File: src/rtl/pcorr_pkg.sv
// ----------------------------------------------------------------------------
// pcorr_pkg
// Shared types, codes and constants of the Pearson correlation block.
// ----------------------------------------------------------------------------
package pcorr_pkg;

    localparam int DEF_MAX_SAMPLES = 65536;
    localparam int DEF_SAMPLE_BITS = 16;

    localparam int WORD_W    = 64;
    localparam int HALF_W    = 32;
    localparam int DWORD_W   = 128;
    localparam int FRAC_BITS = 14;
    localparam int Q_BITS    = FRAC_BITS + 1;
    localparam int SRCH_W    = 160;
    localparam int BIT_W     = $clog2(Q_BITS);
    localparam int R_W       = 16;
    localparam int STATUS_W  = 2;

    localparam logic [BIT_W-1:0] SRCH_TOP = BIT_W'(Q_BITS - 1);

    localparam int MSTEP_W = 3;
    localparam logic [MSTEP_W-1:0] MUL_LAST_STEP = 3'd4;

    typedef logic [STATUS_W-1:0] status_t;
    localparam status_t ST_OK    = 2'd0;
    localparam status_t ST_DEGEN = 2'd1;
    localparam status_t ST_OVF   = 2'd2;

    typedef logic [2:0] mul_op_t;
    localparam mul_op_t OP_N_XY    = 3'd0;
    localparam mul_op_t OP_X_Y     = 3'd1;
    localparam mul_op_t OP_N_XX    = 3'd2;
    localparam mul_op_t OP_X_X     = 3'd3;
    localparam mul_op_t OP_N_YY    = 3'd4;
    localparam mul_op_t OP_Y_Y     = 3'd5;
    localparam mul_op_t OP_SXX_SYY = 3'd6;
    localparam mul_op_t OP_MAG_MAG = 3'd7;

    typedef struct packed {
        logic    accum;
        logic    clear;
        logic    mul_start;
        mul_op_t mul_op;
        logic    srch_trial;
        logic    srch_decide;
        logic    srch_first;
        logic    out_load;
    } pcorr_cmd_t;

    typedef struct packed {
        logic mul_done;
        logic degenerate;
        logic overflow;
        logic out_free;
    } pcorr_sts_t;

endpackage

File: src/rtl/pcorr_ctrl.sv
// ----------------------------------------------------------------------------
// pcorr_ctrl
// Sequencer: pair intake, moment products, root search and result hand-off.
// ----------------------------------------------------------------------------
module pcorr_ctrl
(
    input  logic                  clk,
    input  logic                  rst_n,
    input  logic                  pair_valid,
    input  logic                  is_last,
    output logic                  pair_stall,
    output pcorr_pkg::pcorr_cmd_t cmd,
    input  pcorr_pkg::pcorr_sts_t sts
);

    localparam logic [2:0] S_ACC    = 3'd0;
    localparam logic [2:0] S_MUL_GO = 3'd1;
    localparam logic [2:0] S_MUL_WT = 3'd2;
    localparam logic [2:0] S_CHECK  = 3'd3;
    localparam logic [2:0] S_TRIAL  = 3'd4;
    localparam logic [2:0] S_DECIDE = 3'd5;
    localparam logic [2:0] S_DONE   = 3'd6;

    logic [2:0]                   state_reg;
    logic [2:0]                   state_next;
    pcorr_pkg::mul_op_t           op_reg;
    pcorr_pkg::mul_op_t           op_next;
    logic [pcorr_pkg::BIT_W-1:0]  bit_reg;
    logic [pcorr_pkg::BIT_W-1:0]  bit_next;

    always_comb
    begin
        state_next      = state_reg;
        op_next         = op_reg;
        bit_next        = bit_reg;
        pair_stall      = 1'b1;
        cmd             = '0;
        cmd.mul_op      = op_reg;
        cmd.srch_first  = (bit_reg == pcorr_pkg::SRCH_TOP);
        unique case (state_reg)
            S_ACC:
            begin
                pair_stall = 1'b0;
                cmd.accum  = pair_valid;
                if (pair_valid && is_last)
                begin
                    op_next    = pcorr_pkg::OP_N_XY;
                    state_next = S_MUL_GO;
                end
            end
            S_MUL_GO:
            begin
                cmd.mul_start = 1'b1;
                state_next    = S_MUL_WT;
            end
            S_MUL_WT:
            begin
                if (sts.mul_done)
                begin
                    if (op_reg == pcorr_pkg::OP_Y_Y)
                    begin
                        state_next = S_CHECK;
                    end
                    else if (op_reg == pcorr_pkg::OP_MAG_MAG)
                    begin
                        bit_next   = pcorr_pkg::SRCH_TOP;
                        state_next = S_TRIAL;
                    end
                    else
                    begin
                        op_next    = op_reg + 1'b1;
                        state_next = S_MUL_GO;
                    end
                end
            end
            S_CHECK:
            begin
                if (sts.overflow || sts.degenerate)
                begin
                    state_next = S_DONE;
                end
                else
                begin
                    op_next    = pcorr_pkg::OP_SXX_SYY;
                    state_next = S_MUL_GO;
                end
            end
            S_TRIAL:
            begin
                cmd.srch_trial = 1'b1;
                state_next     = S_DECIDE;
            end
            S_DECIDE:
            begin
                cmd.srch_decide = 1'b1;
                if (bit_reg == '0)
                begin
                    state_next = S_DONE;
                end
                else
                begin
                    bit_next   = bit_reg - 1'b1;
                    state_next = S_TRIAL;
                end
            end
            S_DONE:
            begin
                if (sts.out_free)
                begin
                    cmd.out_load = 1'b1;
                    cmd.clear    = 1'b1;
                    state_next   = S_ACC;
                end
            end
            default:
            begin
                state_next = S_ACC;
            end
        endcase
    end

    always_ff @(posedge clk or negedge rst_n)
    begin
        if (!rst_n)
        begin
            state_reg <= S_ACC;
            op_reg    <= pcorr_pkg::OP_N_XY;
            bit_reg   <= '0;
        end
        else
        begin
            state_reg <= state_next;
            op_reg    <= op_next;
            bit_reg   <= bit_next;
        end
    end

endmodule

File: config.mk
export PLATFORM = sky130hd
export DESIGN_NAME = pcorr_ctrl
export DESIGN_NICKNAME = d
export VERILOG_FILES = /design/src/rtl/pcorr_pkg.sv /design/src/rtl/pcorr_ctrl.sv
export SDC_FILE = /design/constraint.sdc
export NUM_CORES = 1
export LEC_CHECK = 0
export ABC_AREA = 0
export BUFFER_PORTS_ARGS = -buffer_cell sky130_fd_sc_hd__buf_2
export CAP_MARGIN = 20
export CORE_MARGIN = 4
export CORE_UTILIZATION = 35
export DETAILED_ROUTE_END_ITERATION = 8
export GPL_ROUTABILITY_DRIVEN = 0
export GPL_TIMING_DRIVEN = 0
export REMOVE_ABC_BUFFERS = 1
export SYNTH_ARGS = -nofsm -noshare
export SYNTH_HDL_FRONTEND = slang
export SYNTH_SLANG_ARGS = --single-unit
File: constraint.sdc
create_clock -name clk -period 2.25 [get_ports clk]
set_input_delay 0.45 -clock clk [delete_from_list [all_inputs] [get_ports clk]]
set_output_delay 0.45 -clock clk [all_outputs]
set_load 0.02 [all_outputs]
Word level (Yosys, flattened, before mapping)
Cells that the tools add are included.
- register bits: 10
- bits in latches: 0
- memory bits (writable): 0
- memory bits (read-only): 0
- input port bits: 8
- output and inout port bits: 11
- word-level logic and storage cells: 57
- memories kept: 0
- $add $sub $neg: 2
- multipliers: 0
- div/mod/pow operators: 0
- order comparisons: 0
- equal/unequal tests: 17
- shift operators: 0
- muxes and demuxes: 26
- bitwise operators: 0
- reductions and logical operators: 9
- operator list (operator ; number):
    $mux 3 ; 11
    $pmux 3 s7 ; 1
    $mux 4 ; 4
    $ne 2x2->1 const B ; 8
    $eq 3x3->1 const B ; 5
    $pmux 3 s3 ; 1
    $pmux 4 s2 ; 1
    $mux 1 ; 7
    $eq 3x2->1 const B ; 2
    $reduce_and 6->1 ; 1
    $reduce_and 5->1 ; 1
    $eq 4x4->1 const B ; 1
    $logic_not 4->1 ; 1
    $sub 4x1->4 const B ; 1
    $add 3x1->3 const B ; 1
    $eq 3x1->1 const B ; 1
    $logic_not 3->1 ; 1
    $reduce_and 3->1 ; 1
    $reduce_bool 3->1 ; 1
    $mux 2 ; 1
    $reduce_bool 2->1 ; 1
    $logic_and 1x1->1 ; 1
    $logic_or 1x1->1 ; 1

Longest topological paths before layout
Gate-level depths: netlist of the first run.
- word-level depth: 5
- mapped depth: 6
- depth with buffers taken out: 6

Worst setup path before layout of the first run
OpenSTA, ideal clock, no wires.
- path type: reg2out
- from: reg state_reg[1]
- to: out cmd[8] (netlist bit)
- data arrival time: 1331 ps
- data required time: 1800 ps
- setup slack: 469 ps
- stages on the path, launching flop included: 6
- buffers on the path: 3
- cells stage by stage: dfrtp_1 -> buf_2 -> clkbuf_1 -> nand2_1 -> nor2_1 -> buf_4
- RTL lines (item ; line ; source):
    from (decl) ; pcorr_ctrl.sv:24 ; logic [2:0] state_reg;
    from (signal assigned) ; pcorr_ctrl.sv:132 ; state_reg <= state_next;
    to (decl) ; pcorr_ctrl.sv:12 ; output pcorr_pkg::pcorr_cmd_t cmd,

==> results.md, run 1 <==
* Setup TNS at 0 ns
* CTS sink count at 10
* Synth async-reset ratio at 100%
* Post-CTS Setup Repair Bufs at 0
* WP data required at 1.80 ns
* Ys flop type: dfrtp_1
* Commonest non-fill, non-tap cell in the layout: buf_2
* Initial antenna violation count at 0
* Clock buffer count from CTS at 3
* Initial Utilization at 37.5%
* Port buffer count at 18
* Slew Limit Fails at 0
* Crit path kind: flop to output port
* Die span in y at 54.3 um
* Fin crit share at 87.7%
* CP Buf/Inv Count at 1
* # setup viols final at 0
* Worst setup SP type: flop
* Drt first pass iters at 4
* Slowest cell on crit path: dfrtp_1
* Total gr overflow at 0
* Global-route wire length before repair at 2660 um
* R2R setup slack at 0.56 ns
* Max reg flops at 4
* Metal2 WL at 723 um
* CP cell instances: or3_1 -> nor2_1 -> buf_2
* Hpwl dp at 1230 um
* Fin crit period at 1.97 ns
* Mean Syn Cell Area at 8.44 um^2
* RSZ-0062 raised after global routing: no
* #FFs+latches synth at 10
* Pleak at 0.451 nW
* Maximum clock insertion buffer count at 2
* NumNets Final at 119
* Final wirelength at 1550 um
* ANT nets after route at 0
* Tot Pwr at 1.20 mW
* Slew @ Worst Pin at 0.511 ns
* CTS tree: done
* Post-route DRC at 0
* R2R depth at 6
* Maxcap violations at 0
* Peak Freq at 507 MHz
* Clock Pin Slew Worst Setup and Hold Paths at 0.06 ns
* Worst rel slew slack at 65.9%
* Die ar. at 2950 um^2
* Final hold vios at 0
* # diodes at 0
* Most frequent cells in the layout: 18 x buf_2, 10 x dfrtp_1, 9 x nor2_1
* Vias in the first global route at 655
* Fin Hold WS at 0.0282 ns
* Post-Route M1 WL at 738 um
* Distinct cells, synth at 35
* Synthesis warning total at 0
* Placed Cells at 128
* Area of the mapped netlist at 751 um^2
* Worst R2R End: bit_reg[3]
* Number of synthesized flops with an enable pin at 0
* # H-tree levels at 1
* Via count at 660
* Pwr Density at 1360 nW/um^2
* FF-to-FF Start: bit_reg[0]
* Die W at 54.3 um
* Initial DRC Count at 13
* Highest metal used: met4
* FP Rows at 16
* Resized Gates After CTS at 0
* Hold_buf cts at 0
* Via/cell ratio at 5.00
* CP Capture Type: output port
* Crit path DAT at 1.52 ns
* Share of cells above drive strength 1 at 27.6%
* Worst Skew at 0.00345 ns
* Seq/Total Area, Yosys at 33.3%
* Peak supply drop at 0.658 mV
* Gate Count Post-Synth at 89
* Slowest cell delay on critical path at 0.57 ns
* CP delay by family, top: flip-flops
* Wire per inst at 11.7 um
* Clk_lat worst skew at 0.27 ns
* Status: finished clean
* Largest net degree at the start of global routing at 20
* WL met3 at 55 um
* Top Ports at 19
* Tot GR Track Use at 12.7%
* Critical Path Fanout Max at 19
* Layout Area Growth over Synthesis at 16.8%
* Root Buffer: clkbuf_4
* Final Non-Filler Cells at 132
* Min-Delay Path Class: primary input to async pin
* Core Area at 2000 um^2
cells by family after synthesis:
kind of cell / synth area share (%)
buffers and inverters: 8.50
AND/OR/NAND/NOR: 27.2
adder cells (fa/ha/maj): 8.33
AO/OA/AOI/OAI: 21.5
XOR/XNOR: 1.17
flip-flops: 33.3
per-layer routing:
metal | track usage [%] | vias to the layer above
met1 | 14.9 | 304
met4 | 6.64 | 0
li1 | - | 342
met5 | 0 | -
met3 | 4.90 | 5
met2 | 19.9 | 9
synth_stat cells (2+ instances only):
library cell  number  area, um^2
o21a_1             2        15.0
o21ai_0            3        15.0
buf_2              2        10.0
dfrtp_1           10         250
nand2b_1           2        12.5
inv_1              8        30.0
nor2_1             9        33.8
buf_4              2        15.0
nor3_1             4        20.0
nand2_1            8        30.0
ha_1               5        62.6
a21o_1             3        22.5
a21oi_1            5        25.0
nand3_1            4        20.0
or3_1              2        12.5
worst max-delay path by stage:
stage | start | end | depth (start not counted)
2_1_floorplan | state_reg[1] | cmd[9] | 2
3_3_place_gp | state_reg[1] | cmd[9] | 3
3_5_place_dp | state_reg[1] | cmd[9] | 3
4_1_cts | state_reg[1] | cmd[9] | 3
5_1_grt | state_reg[1] | cmd[9] | 3
6_report | state_reg[1] | cmd[9] | 3
area by class of cell:
type                    instances  area [um^2]
fillers                       224         1120
multi-input cells              65          437
flip-flops and latches         10          250
inverters                       8         30.0
repair buffers                 18         90.1
well taps                      27         33.8
clock buffers                   4         36.3
stage by stage:
step / setup WS, ns / utilization [%] / instance area [um^2]
after detailed placement: 0.562 / 42.0 / 841
after global placement: 0.567 / 42.0 / 841
after CTS: 0.265 / 43.8 / 877
final: 0.276 / 43.8 / 877
after global routing: 0.150 / 43.8 / 877
after floorplan: 0.465 / - / 717
where the power goes:
| part | leakage [nW] | total (mW) | internal [mW] | switching, mW |
|---|---|---|---|---|
| clock | 0.0210 | 0.163 | 0.0985 | 0.0642 |
| sequential | 0.122 | 0.411 | 0.264 | 0.148 |
| combinational | 0.308 | 0.623 | 0.270 | 0.353 |
(Power assumes the default switching activity.)
==> inputs of run 2 (changes only) <==
- CORE_MARGIN: 4 -> not set
==> run 2 against run 1 <==
  * Clock skew down 0.0031 ns
  * Critical path depth stayed put
  * Worst setup slack improved by 0.012 ns
  * Via count down 0.91%
  * Count of clock-buffer cells in the layout shrank 1
  * Combinational power is 2% lower
  * Non-clock buffer count stayed put
  * Sequential power is essentially flat
  * Maximum frequency rose by 0.63%
  * First-iteration DRC count fell by 23%
==> results.md, run 2 (same netlist as run 1, synthesis figures left out) <==
* Status: finished clean
* RSZ-0062 raised after global routing: no
* Vias in the first global route at 597
* Max reg flops at 4
* Port buffer count at 18
* Clock Pin Slew Worst Setup and Hold Paths at 0.06 ns
* Largest net degree at the start of global routing at 20
* Final Non-Filler Cells at 131
* Post-CTS Setup Repair Bufs at 0
* NumNets Final at 119
* Pleak at 0.444 nW
* CTS sink count at 10
* # H-tree levels at 1
* Fin crit share at 87.2%
* Die span in y at 48.3 um
* Share of cells above drive strength 1 at 26.9%
* Fillcell total at 200
* Crit path kind: flop to output port
* Commonest non-fill, non-tap cell in the layout: buf_2
* Maxcap violations at 0
* Final wirelength at 1430 um
* Worst rel slew slack at 65.8%
* Peak Freq at 510 MHz
* FP Rows at 16
* Peak supply drop at 0.508 mV
* Initial antenna violation count at 0
* Most frequent cells in the layout: 18 x buf_2, 10 x dfrtp_1, 9 x nor2_1
* Final hold vios at 0
* Maximum clock insertion buffer count at 2
* Root Buffer: clkbuf_4
* Hpwl dp at 1120 um
* Slew Limit Fails at 0
* Slew @ Worst Pin at 0.513 ns
* Global-route wire length before repair at 2640 um
* Core Area at 1980 um^2
* Worst setup SP type: flop
* Top Ports at 19
* Tot GR Track Use at 14.3%
* ANT nets after route at 0
* Via/cell ratio at 4.99
* Min-Delay Path Class: primary input to async pin
* Crit path DAT at 1.51 ns
* Layout Area Growth over Synthesis at 15.0%
* Critical Path Fanout Max at 19
* WP data required at 1.80 ns
* Clk_lat worst skew at 0.25 ns
* Initial DRC Count at 10
* # setup viols final at 0
* Fin crit period at 1.96 ns
* Setup TNS at 0 ns
* Via count at 654
* Post-route DRC at 0
* Placed Cells at 128
* # diodes at 0
* CTS tree: done
* Worst Skew at 0.000379 ns
* Hold_buf cts at 0
* Utilization after layout at 43.6%
* CP Capture Type: output port
* Initial Utilization at 37.9%
* Total gr overflow at 0
* Pwr Density at 1320 nW/um^2
* Die W at 48.3 um
* Resized Gates After CTS at 0
* Drt first pass iters at 4
* Die ar. at 2330 um^2
* Wire per inst at 10.9 um
* Clock buffer count from CTS at 3
run 2: changes by cell type in the layout (fill, tap and decap cells not counted), sizes merged:
cell / change
clkbuf: -1
run 2: stage by stage:
stage	setup WS (ns)	area (um^2)	power, mW	hold WS [ns]
detailed placement	0.551	841	1.03	0.324
finish	0.289	863	1.14	0.0474
global route	0.203	863	1.27	0.0420
CTS	0.276	863	1.15	0.0446
floorplan	0.465	717	0.861	0.154
global placement	0.583	841	1.02	0.324
run 2: path summary, 6_finish.rpt:
path	start	end	slack, ns	cells past startpoint
worst min-delay path	rst_n	bit_reg[0]	0.05	1
max in group asynchronous	rst_n	state_reg[1]	2.01	1
worst max-delay path	state_reg[1]	cmd[9]	0.29	3
worst max register to register	op_reg[0]	bit_reg[3]	0.52	6
worst min register to register	bit_reg[0]	bit_reg[0]	0.54	1
min in group clk	sts[0]	state_reg[2]	0.52	4
run 2: layout make-up:
class / count / area (um^2) / share of cell area [%]
repair buffers: 18 / 90.1 / 10.4
flip-flops and latches: 10 / 250 / 29.0
well taps: 27 / 33.8 / 3.91
multi-input cells: 65 / 437 / 50.6
clock buffers: 3 / 22.5 / 2.61
inverters: 8 / 30.0 / 3.48
run 2: critical path: stages, from the launching register on:
cell,delay [ns]
dfrtp_1,0.57
or3_1,0.44
nor2_1,0.09
buf_2,0.16
run 2: power breakdown:
| part | switching (mW) | internal (mW) | leakage (nW) |
|---|---|---|---|
| sequential | 0.150 | 0.264 | 0.122 |
| combinational | 0.343 | 0.268 | 0.308 |
| clock | 0.0504 | 0.0612 | 0.0138 |
| total | 0.544 | 0.593 | 0.444 |
run 2: per-layer routing:
| metal | GRT usage [%] | routed length, um | up-vias |
|---|---|---|---|
| met5 | 0 | 0 | - |
| met4 | 2.94 | 8 | 0 |
| met3 | 4.72 | 43 | 2 |
| met2 | 22.5 | 646 | 9 |
| met1 | 19.2 | 735 | 301 |
| li1 | - | - | 342 |
==> inputs of run 3 (changes only) <==
- CELL_PAD_IN_SITES_DETAIL_PLACEMENT: not set -> 1
- CELL_PAD_IN_SITES_GLOBAL_PLACEMENT: not set -> 2
- CORE_UTILIZATION: 35 -> 29
- PLACE_DENSITY_LB_ADDON: not set -> 0.1
==> run 3 against run 2 <==
  * Combinational power up 2%
  * Die area up 20%
  * Maximum frequency down 2.2%
  * Sequential power up 2%
  * Via count up 5.5%
  * Highest routed layer unchanged
  * Largest cell class unchanged
  * Critical endpoint unchanged
==> results.md, run 3 (same netlist as run 1, synthesis figures left out) <==
* Status: finished clean
* Initial antenna violation count at 0
* R2R depth at 6
* CTS tree: done
* Fin crit share at 89.1%
* CP Buf/Inv Count at 1
* Slew Limit Fails at 0
* FP Rows at 18
* Max reg flops at 4
* Fillcell total at 305
* CP cell instances: or3_1 -> nor2_1 -> buf_2
* Placed Area at 845 um^2
* Commonest non-fill, non-tap cell in the layout: buf_2
* Clk_lat worst skew at 0.27 ns
* Clock Pin Slew Worst Setup and Hold Paths at 0.07 ns
* Worst Skew at 0.00995 ns
* Peak supply drop at 0.442 mV
* CP Capture Type: output port
* Worst R2R End: bit_reg[3]
* Die ar. at 2800 um^2
* Post-route DRC at 0
* Hold_buf cts at 0
* Clock buffer count from CTS at 3
* Maxcap violations at 0
* Share of cells above drive strength 1 at 26.9%
* Min-Delay Path Class: primary input to async pin
* Wire per inst at 13.4 um
* CP delay by family, top: flip-flops
* Hpwl dp at 1390 um
* FF-to-FF Start: bit_reg[0]
* ANT nets after route at 0
* CTS sink count at 10
* Largest net degree at the start of global routing at 20
* Most frequent cells in the layout: 18 x buf_2, 10 x dfrtp_1, 9 x nor2_1
* Slowest cell on crit path: dfrtp_1
* Via/cell ratio at 5.15
* NumNets Final at 119
* WP data required at 1.80 ns
* Total gr overflow at 0
* Resized Gates After CTS at 0
* Crit path kind: flop to output port
* Pleak at 0.444 nW
* Final wirelength at 1790 um
* Die span in y at 52.9 um
* Slew @ Worst Pin at 0.570 ns
* Global-route wire length before repair at 3070 um
* Final Cell Area at 867 um^2
* Pwr Density at 1350 nW/um^2
* R2R setup slack at 0.50 ns
* Post-CTS Setup Repair Bufs at 0
* Crit path DAT at 1.56 ns
* Final hold vios at 0
* Fin crit period at 2.01 ns
* Drt first pass iters at 6
* Root Buffer: clkbuf_4
* # diodes at 0
* Vias in the first global route at 680
* Initial Utilization at 30.6%
* Initial DRC Count at 5
* Tot GR Track Use at 15.2%
* Slowest cell delay on critical path at 0.59 ns
* RSZ-0062 raised after global routing: no
* Die W at 52.9 um
* Via count at 690
* Worst setup SP type: flop
* # H-tree levels at 1
* Peak Freq at 499 MHz
* Layout Area Growth over Synthesis at 15.5%
* # setup viols final at 0
* Critical Path Fanout Max at 19
* Port buffer count at 18
* Top Ports at 19
* Maximum clock insertion buffer count at 2
* Setup TNS at 0 ns
* Worst rel slew slack at 62.0%
* Core Area at 2450 um^2
run 3: worst register-to-register path, cell delays in order, from the launching register on:
cell and delay (ns):
dfrtp_1 0.42, inv_1 0.10, ha_1 0.18, or3b_2 0.49, nand2_1 0.12, nand2_1 0.09, a31o_2 0.24
run 3: through the flow:
step / setup slack [ns] / hold slack [ns] / std cells / utilization [%] / total power [mW]
after floorplan: 0.465 / 0.154 / 83 / - / 0.861
after global placement: 0.524 / 0.332 / 131 / 34.4 / 1.05
after detailed placement: 0.506 / 0.333 / 131 / 34.4 / 1.06
after CTS: 0.219 / 0.0357 / 134 / 35.3 / 1.19
after global routing: 0.132 / 0.0444 / 134 / 35.3 / 1.30
final: 0.244 / 0.0300 / 134 / 35.3 / 1.17
run 3: layer usage:
metal	global-route usage (%)	up-vias	share of wire (%)
li1	-	344	-
met1	20.5	323	50
met2	23.6	19	45
met3	1.72	4	3.7
met4	7.89	0	1.3
met5	0	-	0
run 3: power breakdown:
group,total (mW),switching [mW],internal [mW]
combinational,0.624,0.355,0.269
clock,0.125,0.0635,0.0618
sequential,0.421,0.158,0.263
run 3: worst max-delay path by stage:
stage	startpoint	endpoint	slack, ns	cells past startpoint
finish	state_reg[1]	cmd[9]	0.24	3
detailed placement	bit_reg[0]	bit_reg[3]	0.51	6
global placement	op_reg[0]	bit_reg[3]	0.52	6
global route	state_reg[1]	cmd[9]	0.13	3
floorplan	state_reg[1]	cmd[9]	0.46	2
CTS	state_reg[1]	cmd[9]	0.22	3
run 3: layout make-up:
| cell class | count | area [um^2] | share of cell area [%] |
|---|---|---|---|
| Multi-Input combinational cell | 65 | 437 | 50.4 |
| Sequential cell | 10 | 250 | 28.9 |
| Inverter | 8 | 30.0 | 3.46 |
| Tap cell | 30 | 37.5 | 4.33 |
| Clock buffer | 3 | 22.5 | 2.60 |
| Timing Repair Buffer | 18 | 90.1 | 10.4 |
